### config.mk
export PLATFORM = sky130hd
export DESIGN_NAME = keyboard_key_state_tracker_core
export DESIGN_NICKNAME = d
export VERILOG_FILES = /design/src/rtl/kkst_pkg.sv /design/src/rtl/keyboard_key_state_tracker_core.sv /design/src/rtl/kkst_map.sv
export VERILOG_INCLUDE_DIRS = /design/src /design/src/rtl
export SDC_FILE = /design/constraint.sdc
export NUM_CORES = 1
export LEC_CHECK = 0
export ABC_AREA = 1
export ABC_CLOCK_PERIOD_IN_PS = 6100
export BUFFER_PORTS_ARGS = -buffer_cell sky130_fd_sc_hd__buf_2
export CORE_MARGIN = 4
export CORE_UTILIZATION = 30
export CTS_CLUSTER_DIAMETER = 100
export CTS_CLUSTER_SIZE = 20
export DETAILED_ROUTE_END_ITERATION = 7
export PLACE_DENSITY = 0.47
export SYNTH_ARGS = -nofsm -noshare
export SYNTH_HDL_FRONTEND = slang
export SYNTH_SLANG_ARGS = --single-unit
### constraint.sdc
create_clock -name aclk -period 6.1 [get_ports aclk]
set_input_delay 0.305 -clock aclk [delete_from_list [all_inputs] [get_ports aclk]]
set_output_delay 0.305 -clock aclk [all_outputs]
set_load 0.005 [all_outputs]
### src/rtl/assert_macros.svh
// Assertion macros used by the key state tracker core RTL.
// Clocked, reset-qualified implication checks; no other dependencies.
`ifndef ASSERT_MACROS_SVH
`define ASSERT_MACROS_SVH

// Same-cycle implication.
`define KKST_ASSERT_IMPL(lbl, clk, rstn, ante, cons, msg) \
    lbl: assert property (@(posedge clk) disable iff (!(rstn)) (ante) |-> (cons)) \
        else $error(msg);

// Next-cycle implication.
`define KKST_ASSERT_NEXT(lbl, clk, rstn, ante, cons, msg) \
    lbl: assert property (@(posedge clk) disable iff (!(rstn)) (ante) |=> (cons)) \
        else $error(msg);

`endif

### src/rtl/kkst_pkg.sv
// Package for the key state tracker: sizes, key codes, command and register
// codes, shared structs and search functions. No dependencies.
package kkst_pkg;

    localparam int KEY_COUNT  = 768;
    localparam int KEY_W      = 10;
    localparam int CNT_W      = $clog2(KEY_COUNT + 1);
    localparam int WORD_W     = 32;
    localparam int BIT_W      = $clog2(WORD_W);
    localparam int NUM_WORDS  = (KEY_COUNT + WORD_W - 1) / WORD_W;
    localparam int IDX_W      = $clog2(NUM_WORDS);
    localparam int DELAY_W    = 16;
    localparam int MOD_W      = 6;
    localparam int CMD_W      = 2;
    localparam int CFG_IDX_W  = 1;
    localparam int S_TDATA_W  = 16;
    localparam int M_TDATA_W  = 40;

    localparam logic [KEY_W-1:0] KC_LSHIFT = KEY_W'(42);
    localparam logic [KEY_W-1:0] KC_RSHIFT = KEY_W'(54);
    localparam logic [KEY_W-1:0] KC_LCTRL  = KEY_W'(29);
    localparam logic [KEY_W-1:0] KC_RCTRL  = KEY_W'(97);
    localparam logic [KEY_W-1:0] KC_LALT   = KEY_W'(56);
    localparam logic [KEY_W-1:0] KC_RALT   = KEY_W'(100);
    localparam logic [KEY_W-1:0] KC_CAPS   = KEY_W'(58);
    localparam logic [KEY_W-1:0] KC_NUM    = KEY_W'(69);

    typedef enum logic [CMD_W-1:0] {
        CMD_KEY     = 2'd0,
        CMD_RELEASE = 2'd1,
        CMD_QUERY   = 2'd2,
        CMD_NOP     = 2'd3
    } cmd_t;

    typedef enum logic [CFG_IDX_W-1:0] {
        REG_CONSOLE_GRAPHIC = 1'd0,
        REG_KEY_DELAY       = 1'd1
    } cfg_reg_t;

    typedef enum logic {
        ST_IDLE,
        ST_MODIFY
    } state_t;

    typedef struct packed {
        logic             en;
        logic [IDX_W-1:0] idx;
    } map_rd_t;

    typedef struct packed {
        logic              en;
        logic [IDX_W-1:0]  idx;
        logic [WORD_W-1:0] data;
    } map_wr_t;

    typedef struct packed {
        logic               released_one;
        logic               keys_remain;
        logic [MOD_W-1:0]   modifiers;
        logic               key_is_pressed;
        logic [DELAY_W-1:0] fwd_delay;
        logic               sent_down;
        logic [KEY_W-1:0]   sent_code;
        logic               forwarded;
    } result_t;

    function automatic logic [BIT_W-1:0] lowest_bit(input logic [WORD_W-1:0] w);
        logic [BIT_W-1:0] pos;
        pos = '0;
        for (int i = WORD_W - 1; i >= 0; i--) begin
            if (w[i]) begin
                pos = BIT_W'(i);
            end
        end
        return pos;
    endfunction

    function automatic logic [IDX_W-1:0] lowest_word(input logic [NUM_WORDS-1:0] nz);
        logic [IDX_W-1:0] pos;
        pos = '0;
        for (int i = NUM_WORDS - 1; i >= 0; i--) begin
            if (nz[i]) begin
                pos = IDX_W'(i);
            end
        end
        return pos;
    endfunction

endpackage

### src/rtl/keyboard_key_state_tracker_core.sv
// Keyboard key state tracker, top level: FSM, modifier flags, config
// registers and result register. Depends on kkst_pkg, kkst_map, assert_macros.svh.
//
// Usage:
//   Input items arrive on s_tvalid/s_tready with the command in s_tuser and
//   key_code/key_down in s_tdata. Every item gives exactly one result item
//   on m_tvalid/m_tready (m_tdata fields listed at the port).
//   Configuration (console_graphic, key_delay) is written on cfg_valid/
//   cfg_ready with cfg_index and cfg_data; cfg_ready is always high.
//   An item is taken in the idle state while the bitmap word it needs is read,
//   and is modified and written back in the modify step, which also loads
//   the result into the output register; a new item is accepted only after
//   the previous one has left the modify step. The release command finds the
//   lowest pressed word from a per-word summary, so it takes the same steps.
//   The result register holds while m_tready is low; a following item may
//   still be accepted and waits in the modify step until the register frees.
//   Reset clears the pressed map (through the summary), the modifiers and
//   both configuration registers; no clearing pass is needed.
`include "assert_macros.svh"

module keyboard_key_state_tracker_core (
    input  logic                                aclk,
    input  logic                                aresetn,
    input  logic                                s_tvalid,
    output logic                                s_tready,
    // [9:0] key_code, [10] key_down, rest zero
    input  logic [kkst_pkg::S_TDATA_W-1:0]      s_tdata,
    // [1:0] command
    input  logic [kkst_pkg::CMD_W-1:0]          s_tuser,
    output logic                                m_tvalid,
    input  logic                                m_tready,
    // [0] forwarded, [10:1] sent_code, [11] sent_down, [27:12] fwd_delay,
    // [28] key_is_pressed, [34:29] modifiers, [35] keys_remain,
    // [36] released_one, rest zero
    output logic [kkst_pkg::M_TDATA_W-1:0]      m_tdata,
    input  logic                                cfg_valid,
    output logic                                cfg_ready,
    input  logic [kkst_pkg::CFG_IDX_W-1:0]      cfg_index,
    input  logic [kkst_pkg::DELAY_W-1:0]        cfg_data
);
    import kkst_pkg::*;

    localparam int RES_W = $bits(result_t);

    state_t              st_reg, st_next;
    cmd_t                cmd_reg;
    logic [KEY_W-1:0]    code_reg;
    logic                down_reg;
    logic [IDX_W-1:0]    idx_reg, idx_sel;
    logic                found_reg;
    logic [5:0]          mk_reg, mk_next;     // lsh, rsh, lctrl, rctrl, lalt, ralt
    logic                caps_reg, caps_next, num_reg, num_next;
    logic                graphic_reg;
    logic [DELAY_W-1:0]  delay_reg;
    logic                m_tvalid_reg;
    result_t             res_reg, res_next;

    logic                s_accept, mod_fire;
    cmd_t                s_cmd;
    logic [KEY_W-1:0]    s_code;
    logic                s_in_range, in_range;
    map_rd_t             map_rd;
    map_wr_t             map_wr;
    logic [WORD_W-1:0]   word, new_word;
    logic [NUM_WORDS-1:0] nz;
    logic [BIT_W-1:0]    low_bit, eff_bit;
    logic [KEY_W-1:0]    eff_code;
    logic                eff_down, apply, cur;
    logic [MOD_W-1:0]    mods;

    assign s_cmd      = cmd_t'(s_tuser);
    assign s_code     = s_tdata[KEY_W-1:0];
    assign s_in_range = (CNT_W'(s_code) < CNT_W'(KEY_COUNT));
    assign in_range   = (CNT_W'(code_reg) < CNT_W'(KEY_COUNT));
    assign s_accept   = s_tvalid && s_tready;
    assign cfg_ready  = 1'b1;

    // next state
    always_comb begin
        st_next = st_reg;
        case (st_reg)
            ST_IDLE:   if (s_accept) st_next = ST_MODIFY;
            ST_MODIFY: if (mod_fire) st_next = ST_IDLE;
            default:   st_next = ST_IDLE;
        endcase
    end

    // FSM outputs
    always_comb begin
        s_tready = 1'b0;
        mod_fire = 1'b0;
        case (st_reg)
            ST_IDLE:   s_tready = 1'b1;
            ST_MODIFY: mod_fire = !m_tvalid_reg || m_tready;
            default: begin
                s_tready = 1'b0;
                mod_fire = 1'b0;
            end
        endcase
    end

    always_comb begin
        if (s_cmd == CMD_RELEASE) begin
            idx_sel = lowest_word(nz);
        end else if (s_in_range) begin
            idx_sel = IDX_W'(s_code[KEY_W-1:BIT_W]);
        end else begin
            idx_sel = '0;
        end
    end

    assign map_rd.en  = s_accept;
    assign map_rd.idx = idx_sel;

    kkst_map u_map (
        .aclk    (aclk),
        .aresetn (aresetn),
        .rd      (map_rd),
        .wr      (map_wr),
        .rd_word (word),
        .nz      (nz)
    );

    // modify step
    always_comb begin
        low_bit  = lowest_bit(word);
        cur      = word[code_reg[BIT_W-1:0]];
        eff_code = code_reg;
        eff_bit  = code_reg[BIT_W-1:0];
        eff_down = 1'b0;
        apply    = 1'b0;
        case (cmd_reg)
            CMD_KEY: begin
                eff_down = down_reg;
                apply    = in_range && (down_reg || cur);
            end
            CMD_RELEASE: begin
                eff_bit  = low_bit;
                eff_code = (KEY_W'(idx_reg) << BIT_W) | KEY_W'(low_bit);
                apply    = found_reg;
            end
            default: apply = 1'b0;
        endcase

        new_word          = word;
        new_word[eff_bit] = eff_down;

        mk_next   = mk_reg;
        caps_next = caps_reg;
        num_next  = num_reg;
        if (apply) begin
            case (eff_code)
                KC_LSHIFT: mk_next[0] = eff_down;
                KC_RSHIFT: mk_next[1] = eff_down;
                KC_LCTRL:  mk_next[2] = eff_down;
                KC_RCTRL:  mk_next[3] = eff_down;
                KC_LALT:   mk_next[4] = eff_down;
                KC_RALT:   mk_next[5] = eff_down;
                KC_CAPS:   caps_next  = caps_reg ^ eff_down;
                KC_NUM:    num_next   = num_reg ^ eff_down;
                default:   mk_next    = mk_reg;
            endcase
        end
        mods = {caps_next, num_next, mk_next[5], mk_next[4],
                mk_next[2] | mk_next[3], mk_next[0] | mk_next[1]};

        res_next           = '0;
        res_next.modifiers = mods;
        res_next.forwarded = apply && graphic_reg;
        res_next.sent_down = apply && graphic_reg && eff_down;
        res_next.fwd_delay = (apply && graphic_reg) ? delay_reg : '0;
        case (cmd_reg)
            CMD_KEY: begin
                res_next.sent_code = (apply && graphic_reg) ? eff_code : '0;
            end
            CMD_RELEASE: begin
                res_next.sent_code    = found_reg ? eff_code : '0;
                res_next.released_one = found_reg;
                res_next.keys_remain  = found_reg && ((new_word != '0) ||
                    ((nz & ~(NUM_WORDS'(1) << idx_reg)) != '0));
            end
            CMD_QUERY: res_next.key_is_pressed = in_range && cur;
            default:   res_next.sent_code = '0;
        endcase
    end

    assign map_wr.en   = mod_fire && apply;
    assign map_wr.idx  = idx_reg;
    assign map_wr.data = new_word;

    always_ff @(posedge aclk) begin
        if (s_accept) begin
            cmd_reg   <= s_cmd;
            code_reg  <= s_code;
            down_reg  <= s_tdata[KEY_W];
            idx_reg   <= idx_sel;
            found_reg <= (nz != '0);
        end
        if (mod_fire) begin
            res_reg <= res_next;
        end
    end

    always_ff @(posedge aclk) begin
        if (!aresetn) begin
            st_reg       <= ST_IDLE;
            mk_reg       <= '0;
            caps_reg     <= 1'b0;
            num_reg      <= 1'b0;
            graphic_reg  <= 1'b0;
            delay_reg    <= '0;
            m_tvalid_reg <= 1'b0;
        end else begin
            st_reg <= st_next;
            if (mod_fire) begin
                mk_reg       <= mk_next;
                caps_reg     <= caps_next;
                num_reg      <= num_next;
                m_tvalid_reg <= 1'b1;
            end else if (m_tready) begin
                m_tvalid_reg <= 1'b0;
            end
            if (cfg_valid && cfg_ready) begin
                case (cfg_reg_t'(cfg_index))
                    REG_CONSOLE_GRAPHIC: graphic_reg <= cfg_data[0];
                    REG_KEY_DELAY:       delay_reg   <= cfg_data;
                    default:             graphic_reg <= graphic_reg;
                endcase
            end
        end
    end

    assign m_tvalid = m_tvalid_reg;
    assign m_tdata  = {(M_TDATA_W - RES_W)'(0), res_reg};

    `KKST_ASSERT_NEXT(a_accept_to_modify, aclk, aresetn, s_accept, st_reg == ST_MODIFY, "accepted item did not enter modify step")
    `KKST_ASSERT_IMPL(a_valid_from_modify, aclk, aresetn, $rose(m_tvalid), $past(st_reg == ST_MODIFY), "result appeared without a modify step")
    `KKST_ASSERT_IMPL(a_remain_needs_release, aclk, aresetn, m_tvalid && res_reg.keys_remain, res_reg.released_one && !res_reg.sent_down, "keys_remain without a released key")
    `KKST_ASSERT_IMPL(a_write_only_on_fire, aclk, aresetn, map_wr.en, st_reg == ST_MODIFY && !(m_tvalid_reg && !m_tready), "bitmap written outside a completing modify step")

endmodule

### src/rtl/kkst_map.sv
// Pressed-key bitmap store: word memory with registered read plus a
// per-word nonzero summary. Depends on kkst_pkg.
module kkst_map (
    input  logic                              aclk,
    input  logic                              aresetn,
    input  kkst_pkg::map_rd_t                 rd,
    input  kkst_pkg::map_wr_t                 wr,
    output logic [kkst_pkg::WORD_W-1:0]       rd_word,
    output logic [kkst_pkg::NUM_WORDS-1:0]    nz
);
    import kkst_pkg::*;

    logic [WORD_W-1:0]    mem [NUM_WORDS];
    logic [WORD_W-1:0]    rdata_reg;
    logic                 rd_nz_reg;
    logic [NUM_WORDS-1:0] nz_reg;

    always_ff @(posedge aclk) begin
        if (wr.en) begin
            mem[wr.idx] <= wr.data;
        end
        if (rd.en) begin
            rdata_reg <= mem[rd.idx];
        end
    end

    // never-written words are marked zero by the summary
    always_ff @(posedge aclk) begin
        if (!aresetn) begin
            nz_reg    <= '0;
            rd_nz_reg <= 1'b0;
        end else begin
            if (wr.en) begin
                nz_reg[wr.idx] <= (wr.data != '0);
            end
            if (rd.en) begin
                rd_nz_reg <= nz_reg[rd.idx];
            end
        end
    end

    assign rd_word = rd_nz_reg ? rdata_reg : '0;
    assign nz      = nz_reg;

endmodule
==> results of run 1 <==
## layout by cell type, fill, tap and decap left out, types with 4 or more instances in the layout
| cell | netlist | routed |
|---|---|---|
| o21ai_1 | 8 | 7 |
| o211ai_1 | 34 | 34 |
| nor2_4 | 3 | 12 |
| o21a_1 | 16 | 16 |
| clkbuf_1 | 178 | 19 |
| inv_1 | 176 | 165 |
| dfxtp_1 | 52 | 52 |
| o22ai_1 | 45 | 45 |
| edfxtp_1 | 856 | 856 |
| nor2_1 | 504 | 495 |
| conb_1 | 2 | 4 |
| o21ai_0 | 465 | 465 |
| a31oi_1 | 35 | 35 |
| clkbuf_16 | 0 | 53 |
| nor3_2 | 0 | 7 |
| a21oi_1 | 81 | 81 |
| inv_2 | 0 | 10 |
| nor3_1 | 13 | 6 |
| nand2_2 | 6 | 6 |
| o221ai_1 | 164 | 164 |
| nand4_1 | 29 | 29 |
| nand2_1 | 265 | 264 |
| buf_4 | 9 | 62 |
| buf_12 | 0 | 19 |
| dlygate4sd3_1 | 0 | 33 |
| nor4_1 | 5 | 5 |
| nand3_1 | 117 | 117 |
| buf_2 | 5 | 73 |
## layer usage
layer | global-route usage | up-vias
met1 | 0.2463 | 12630
met5 | 0 | -
met2 | 0.2725 | 751
met3 | 0.02463 | 133
met4 | 0.04650 | 0
li1 | - | 11510
## power by group
part | internal, mW | leakage [nW] | switching, mW
Clock | 1.65 | 0.712 | 2.02
Combinational | 0.320 | 5.02 | 0.975
Sequential | 6.98 | 8.35 | 0.0367
## worst max-delay path by stage
stage	cells past startpoint	slack (ns)	end	start
2_1_floorplan	19	0.79	u_map.mem[5][0]	u_map.rd_nz_reg
3_3_place_gp	42	1.43	m_tdata[35]	u_map.rd_nz_reg
3_5_place_dp	27	1.45	m_tdata[35]	u_map.rd_nz_reg
4_1_cts	27	1.41	m_tdata[35]	u_map.rd_nz_reg
5_1_grt	42	0.90	m_tdata[35]	u_map.rd_nz_reg
6_report	27	1.37	m_tdata[35]	u_map.rd_nz_reg
## through the flow
step	cell area (µm²)	utilization	setup WS, ns
floorplan	37460	-	0.7891
global placement	40060	0.3236	1.432
detailed placement	40060	0.3236	1.450
CTS	41870	0.3382	1.412
global route	41870	0.3382	0.9042
finish	41870	0.3382	1.369
## kinds of logic (layout without fill, tap and decap cells)
logic type,Yosys count,count (layout),synth area share
flip-flops,908,908,0.7141
AO/OA/AOI/OAI,868,868,0.1402
AND/OR/NAND/NOR,949,949,0.1040
buffers and inverters,382,444,0.04075
XOR/XNOR,2,2,0.0004677
other,2,5,0.0002005
multiplexers,1,1,0.0002672
## critical path, stage by stage (launching register included)
cell      delay, ns
dfxtp_1        0.34
buf_4          0.25
nand2_1        0.16
inv_1          0.12
nor3_1         0.06
o311ai_1       0.25
nand3_1        0.11
nand3_1        0.08
nand3_1        0.08
nand3_1        0.08
nand3_1        0.07
nand3_1        0.07
nand3_1        0.09
nand3_1        0.09
nand2_1        0.06
nand2_1        0.07
nand2_2        0.08
o21a_1         0.60
nor2_4         0.53
nand3_1        0.12
nand2_1        0.13
nand2_1        0.06
nor2_1         0.13
nand2_1        0.19
nor2_8         0.38
nand3_1        0.14
nand2_1        0.08
inv_1          0.04
## area by class of cell
| class | instances | area (µm²) | share of cell area |
|---|---|---|---|
| antenna | 1 | 2.502 | 0.00005977 |
| clock buffer | 72 | 1398 | 0.03338 |
| clock inverter | 7 | 81.33 | 0.001942 |
| inverter | 178 | 681.9 | 0.01629 |
| multi-input combinational | 1824 | 9369 | 0.2238 |
| sequential | 908 | 26750 | 0.6388 |
| tap | 1637 | 2048 | 0.04892 |
| timing repair buffer | 187 | 1541 | 0.03682 |
==> flow_metrics.tcl, run 1 <==
set metrics [dict create \
    overflow 0 \
    skew_ns 0.03726 \
    clk_pin_slew_worst_paths_ns 0.09 \
    synth_area_leaders "edfxtp_1 69%, o21ai_0 6.2%, nor2_1 5.1%" \
    whs_ns 0.2999 \
    syn_to_final_growth_pct 11.78 \
    wire_per_inst_um 23.98 \
    wl_met2_um 52460 \
    wl_met3_um 6553 \
    required_ns 6.51 \
    ys_types 47 \
    clock_latency_ns 0.65 \
    worstSetupPathType "flop to flop" \
    period_minus_slack_ns 4.731 \
    tightest_slew_ns 1.132 \
    initial_core_util 0.3026 \
    synth.yosys.seq_area_share 0.7141 \
    gr-usage-all-layers 0.1715 \
    grt_pass1_wl_um 167100 \
    status "finished, final reports clean" \
    regToRegSetupSlack_ns 1.37 \
    num-fill-cells 12230 \
    relSlewSlack 0.2429 \
    synth_flop_cell "edfxtp_1" \
    top_layer "met4" \
    dp.cells 4701 \
    clk_path_buf_depth 3 \
    cts_buffers 52 \
    arrival_ns 5.14 \
    irDropWorstVdd_mv 0.1923 \
    rr_endpoint "m_tdata[35]" \
    worstPathMaxFanout 26 \
    nets 3191 \
    die_w_um 361.3 \
    dr.pass1.iters 5 \
    core.rowCount 129 \
    wl_met1_um 53270 \
    timing.final.hold_violations 0 \
    setup_violations 0 \
    fp.dieArea_mm2 0.1306 \
    drive_above_1_share 0.08312 \
    yosysWarningCount 0 \
    wirelength_um 115400 \
    synth_commonest_cells "856 x edfxtp_1, 504 x nor2_1, 465 x o21ai_0" \
    synth_top_area_cell "edfxtp_1" \
    grt_pass1_vias 23590 \
    ctsHoldBuffers 33 \
    synthCells 3112 \
    hold-path-endpoint "delay_reg[0]" \
    htreeDepth 2 \
    cp-end-kind "flop" \
    grt_max_degree 167 \
    rsz0062_at_grt "no" \
    finalSetupTns_ns 0 \
    cts_root_buf "clkbuf_16" \
    synth.top_cell.area_share 0.6863 \
    die_y_um 361.3 \
    place_hpwl_um 63370 \
    core-area_mm2 0.1238 \
    hold_class "input port to flop" \
    cts_tree "yes" \
    cts.sinks 908 \
    drc 0 \
    power.total_mw 11.98 \
    leakagePower_nw 14.09 \
    post_cts_buffers 0 \
    rr_startpoint "u_map.rd_nz_reg" \
    ff2ff_path_depth 27 \
    antenna_found_initial 1 \
    largest_reg_flops 768 \
    cts-resized-gates 0 \
    synth_most_common_cell "edfxtp_1" \
    synth-edff-count 856 \
    critPathLaunchType "flop" \
    vias 25020 \
    netlist_area_mm2 0.03746 \
    port_buffers 73 \
    syn_avg_cell_area_um2 12.04 \
    drv_cap 0 \
    async_reset_ff_frac 0 \
    power_density_mw_per_mm2 286.1 \
    synth-seq-cells 908 \
    min_period_over_period 0.7756 \
    holdCritStartpoint "aresetn" \
    io_pins 83 \
    fmax_ghz 0.2114 \
    drt_iter0_markers 2189 \
    place.gp.congestion 0.8877 \
    vias_per_cell 5.198 \
    fin_cells 4814 \
    report.final.slew_viol_count 0 \
    ant_nets 0 \
    hold_depth 3 \
]
Power figures use the tool's default switching activity.
==> run 2, diff against run 1 <==
ABC_CLOCK_PERIOD_IN_PS = 4950   (was 6100)
clock period = 4.95 ns   (was 6.1 ns; I/O delays follow)
==> flow_metrics.tcl, run 2 (same netlist as run 1, synthesis figures left out) <==
set metrics [dict create \
    timing.final.hold_violations 0 \
    rsz0062_at_grt "no" \
    grt_max_degree 146 \
    antenna_found_initial 0 \
    seq_area_mm2 0.02675 \
    wl_met3_um 6279 \
    cts_buffers 52 \
    largest_reg_flops 768 \
    cts_tree "yes" \
    nets 3203 \
    relSlewSlack 0.2232 \
    dpl_cell_area_mm2 0.04008 \
    required_ns 5.48 \
    place.gp.congestion 0.8779 \
    arrival_ns 5.01 \
    syn_to_final_growth_pct 11.74 \
    port_buffers 73 \
    sw_frac_of_total 0.2521 \
    cp-end-kind "flop" \
    num-fill-cells 12270 \
    dr.pass1.iters 5 \
    overflow 0 \
    grt_pass1_wl_um 168300 \
    critPathLaunchType "flop" \
    die_w_um 361.3 \
    worstSetupPathType "flop to flop" \
    min_period_over_period 0.9040 \
    worstPathMaxFanout 39 \
    drc 0 \
    multi_input_area_mm2 0.009369 \
    clk_pin_slew_worst_paths_ns 0.10 \
    clk_path_buf_depth 3 \
    drv_cap 0 \
    report.final.slew_viol_count 0 \
    path_common_cell "nand2_1" \
    fin_util 0.3381 \
    initial_core_util 0.3026 \
    p_sw_mw 3.703 \
    combPwrFrac 0.111 \
    wl_met2_um 54510 \
    slowest_stage "nor2_4" \
    tightest_slew_ns 1.159 \
    status "finished, final reports clean" \
    core.rowCount 129 \
    p_seq_frac 0.588 \
    final_area_mm2 0.04185 \
    slowest_delay_ns 0.40 \
    leakagePower_nw 14.11 \
    drive_above_1_share 0.08574 \
    clkPwrFrac 0.301 \
    irDropWorstVdd_mv 0.2971 \
    insertedDiodeCount 0 \
    intPower_mw 10.99 \
    power_density_mw_per_mm2 351.0 \
    die_y_um 361.3 \
    top_layer "met4" \
    fp.dieArea_mm2 0.1306 \
    place_hpwl_um 63480 \
    wl_met1_um 52870 \
    layout.cells.most_common "edfxtp_1" \
    setup_violations 0 \
    power.total_mw 14.69 \
    core-area_mm2 0.1238 \
    drt_iter0_markers 2319 \
    htreeDepth 2 \
    wire_per_inst_um 24.08 \
    cts.sinks 908 \
    path_buf_inv 3 \
    vias_per_cell 5.238 \
    path_delay_family "simple AND/OR/NAND/NOR gates" \
    vias 25250 \
    mostFrequentLayoutCells "856 x edfxtp_1, 495 x nor2_1, 465 x o21ai_0" \
    fmax_ghz 0.2235 \
    io_pins 83 \
    hold_class "input port to flop" \
    wirelength_um 116100 \
    period_minus_slack_ns 4.475 \
    cts-resized-gates 0 \
    grt_pass1_vias 23890 \
    cts_root_buf "clkbuf_16" \
    skew_ns 0.03040 \
    clock_latency_ns 0.65 \
    ant_nets 0 \
    gr-usage-all-layers 0.1718 \
]
[run 2: repair_timing]
item | CTS | global route
setup buffers | 0 | 1
hold buffers | 33 | 0
endpoints found under the hold margin | 32 | 0
endpoints found under the setup margin | 0 | 5
[run 2: metal layers]
layer  GRT usage  up-vias
li1            -    11540
met1      0.2458    12800
met2      0.2833      783
met3     0.01911      129
met4     0.03647        0
met5           0        -
[run 2: tightest hold or removal path: cells and delay by family]
kind	cells	cell delay [ns]
compound gates	2	0.24
buf+inv	1	0.36
[run 2: area by class of cell]
class                   instances  share of cell area
multi-input cells            1824              0.2239
clock inverters                 4            0.001076
flip-flops and latches        908              0.6390
clock buffers                  71             0.03330
inverters                     178             0.01629
repair buffers                199             0.03749
well taps                    1637             0.04894
[run 2: power groups by stage]
| stage | logic (mW) | registers [mW] | clock network [mW] |
|---|---|---|---|
| global route | 1.79 | 8.65 | 4.83 |
| floorplan | 1.01 | 8.80 | 0 |
| global placement | 1.61 | 8.82 | 0 |
| CTS | 1.63 | 8.64 | 4.56 |
| finish | 1.63 | 8.64 | 4.42 |
| detailed placement | 1.61 | 8.82 | 0 |
[run 2: stage by stage]
step / setup slack (ns) / cells / hold slack (ns) / TNS [ns]
after global placement: 0.5029 / 4712 / 0.4270 / 0
final: 0.4750 / 4821 / 0.2479 / 0
after global routing: 0.01570 / 4821 / 0.2589 / 0
after detailed placement: 0.5467 / 4712 / 0.4257 / 0
after floorplan: -0.3609 / 3114 / 0.3464 / -54.71
after CTS: 0.5035 / 4820 / 0.2065 / 0
[run 2: worst paths after layout]
| path | startpoint | to | slack (ns) | depth (start not counted) |
|---|---|---|---|---|
| worst max-delay path | u_map.rd_nz_reg | u_map.nz[16] | 0.48 | 41 |
| worst min-delay path | aresetn | delay_reg[5] | 0.25 | 3 |
| worst max register to register | u_map.rd_nz_reg | u_map.nz[16] | 0.48 | 41 |
| worst min register to register | delay_reg[12] | delay_reg[12] | 0.46 | 2 |
==> run 3, diff against run 2 <==
ABC_CLOCK_PERIOD_IN_PS = 3840   (was 4950)
PLACE_DENSITY = 0.49   (was 0.47)
clock period = 3.84 ns   (was 4.95 ns; I/O delays follow)
==> flow_metrics.tcl, run 3 (same netlist as run 1, synthesis figures left out) <==
set metrics [dict create \
    cp-end-kind "flop" \
    arrival_ns 4.45 \
    core-area_mm2 0.1238 \
    fin_util 0.3676 \
    ff2ff_path_depth 31 \
    whs_ns 0.1169 \
    place.gp.congestion 0.9235 \
    leakagePower_nw 15.70 \
    slowest_delay_ns 0.40 \
    irDropWorstVdd_mv 0.3393 \
    largest_reg_flops 768 \
    drive_above_1_share 0.1764 \
    die_y_um 361.3 \
    vias 26680 \
    hold_depth 4 \
    die_w_um 361.3 \
    power.total_mw 19.66 \
    cts_root_buf "clkbuf_16" \
    grt_pass1_wl_um 171900 \
    initial_core_util 0.3026 \
    worstPathMaxFanout 16 \
    worstSetupPathType "flop to flop" \
    vias_per_cell 5.272 \
    drt_iter0_markers 2439 \
    drc 0 \
    dp.cells 4871 \
    clk_path_buf_depth 3 \
    slowest_stage "edfxtp_1" \
    power_density_mw_per_mm2 432.0 \
    fmax_ghz 0.2583 \
    setup_violations 22 \
    cts.sinks 908 \
    io_pins 83 \
    grt_pass1_vias 24780 \
    mostFrequentLayoutCells "856 x edfxtp_1, 485 x nor2_1, 412 x o21ai_0" \
    overflow 0 \
    fin_cells 5061 \
    relSlewSlack 0.3077 \
    place_worst_setup_slack_ns -0.2026 \
    required_ns 4.41 \
    port_buffers 73 \
    ant_nets 0 \
    grt_max_degree 70 \
    cts_buffers 51 \
    gr-usage-all-layers 0.1740 \
    report.final.slew_viol_count 0 \
    fin_ws_ns -0.03101 \
    hold_class "input port to flop" \
    place_hpwl_um 68970 \
    syn_to_final_growth_pct 21.51 \
    min_period_over_period 1.008 \
    period_minus_slack_ns 3.871 \
    cts_tree "yes" \
    wire_per_inst_um 24.36 \
    clock_latency_ns 0.66 \
    violations "negative setup slack" \
    clk_pin_slew_worst_paths_ns 0.09 \
    timing.final.hold_violations 0 \
    skew_ns 0.03720 \
    layout.cells.most_common "edfxtp_1" \
    antenna_found_initial 1 \
    fp.dieArea_mm2 0.1306 \
    wirelength_um 123300 \
    path_common_cell "nand3_1" \
    insertedDiodeCount 0 \
    tightest_slew_ns 1.037 \
    nets 3444 \
    drv_cap 0 \
    core.rowCount 129 \
    htreeDepth 2 \
    dr.pass1.iters 7 \
    status "complete, but fails checks" \
    rsz0062_at_grt "yes" \
    critPathLaunchType "flop" \
]
[run 3: critical path: cells and delay by family (launching register included)]
kind            cells  cell delay, ns
compound gates      3            0.64
buf+inv             5            0.66
simple gates       23            2.07
flops               1            0.40
[run 3: per-stage QoR]
| step | cell area [µm²] | TNS [ns] |
|---|---|---|
| after global placement | 42130 | -6.075 |
| after CTS | 43960 | -0.04241 |
| after global routing | 45510 | -19.91 |
| after detailed placement | 42130 | -7.735 |
| after floorplan | 37530 | -29.95 |
| final | 45510 | -0.3375 |
[run 3: power by group]
group	leakage (nW)	internal, mW	switching, mW
sequential	8.36	11.1	0.0522
combinational	6.67	1.04	1.84
clock	0.677	2.46	3.19
[run 3: layout make-up]
cell class / instances / area [µm²]
timing repair inverter: 17 / 127.6
fill: 11910 / 78280
clock buffer: 67 / 1336
timing repair buffer: 420 / 4611
tap: 1637 / 2048
inverter: 178 / 726.9
sequential: 908 / 26750
multi-input combinational: 1828 / 9841
clock inverter: 6 / 70.07
[run 3: timing repair]
item / CTS / global route
cloned: 2 / 44
setup buffers: 4 / 40
hold endpoints to repair: 32 / 0
hold buffers: 33 / 0
pin swaps: 2 / 85
setup endpoints to repair: 193 / 638
gates resized for setup: 11 / 201
[run 3: worst paths after layout]
kind	startpoint	to	slack [ns]
max	u_map.rdata_reg[28]	u_map.nz[18]	-0.03
min	aresetn	delay_reg[11]	0.12
max reg2reg	u_map.rdata_reg[28]	u_map.nz[18]	-0.03
min reg2reg	delay_reg[6]	delay_reg[6]	0.46
[run 3: layer usage]
| metal | track usage | vias to the layer above | routed length (µm) |
|---|---|---|---|
| met5 | 0 | - | 0 |
| met4 | 0.04310 | 0 | 3177 |
| met3 | 0.02078 | 138 | 7760 |
| met2 | 0.2821 | 988 | 57110 |
| met1 | 0.2496 | 13520 | 55210 |
| li1 | - | 12040 | - |
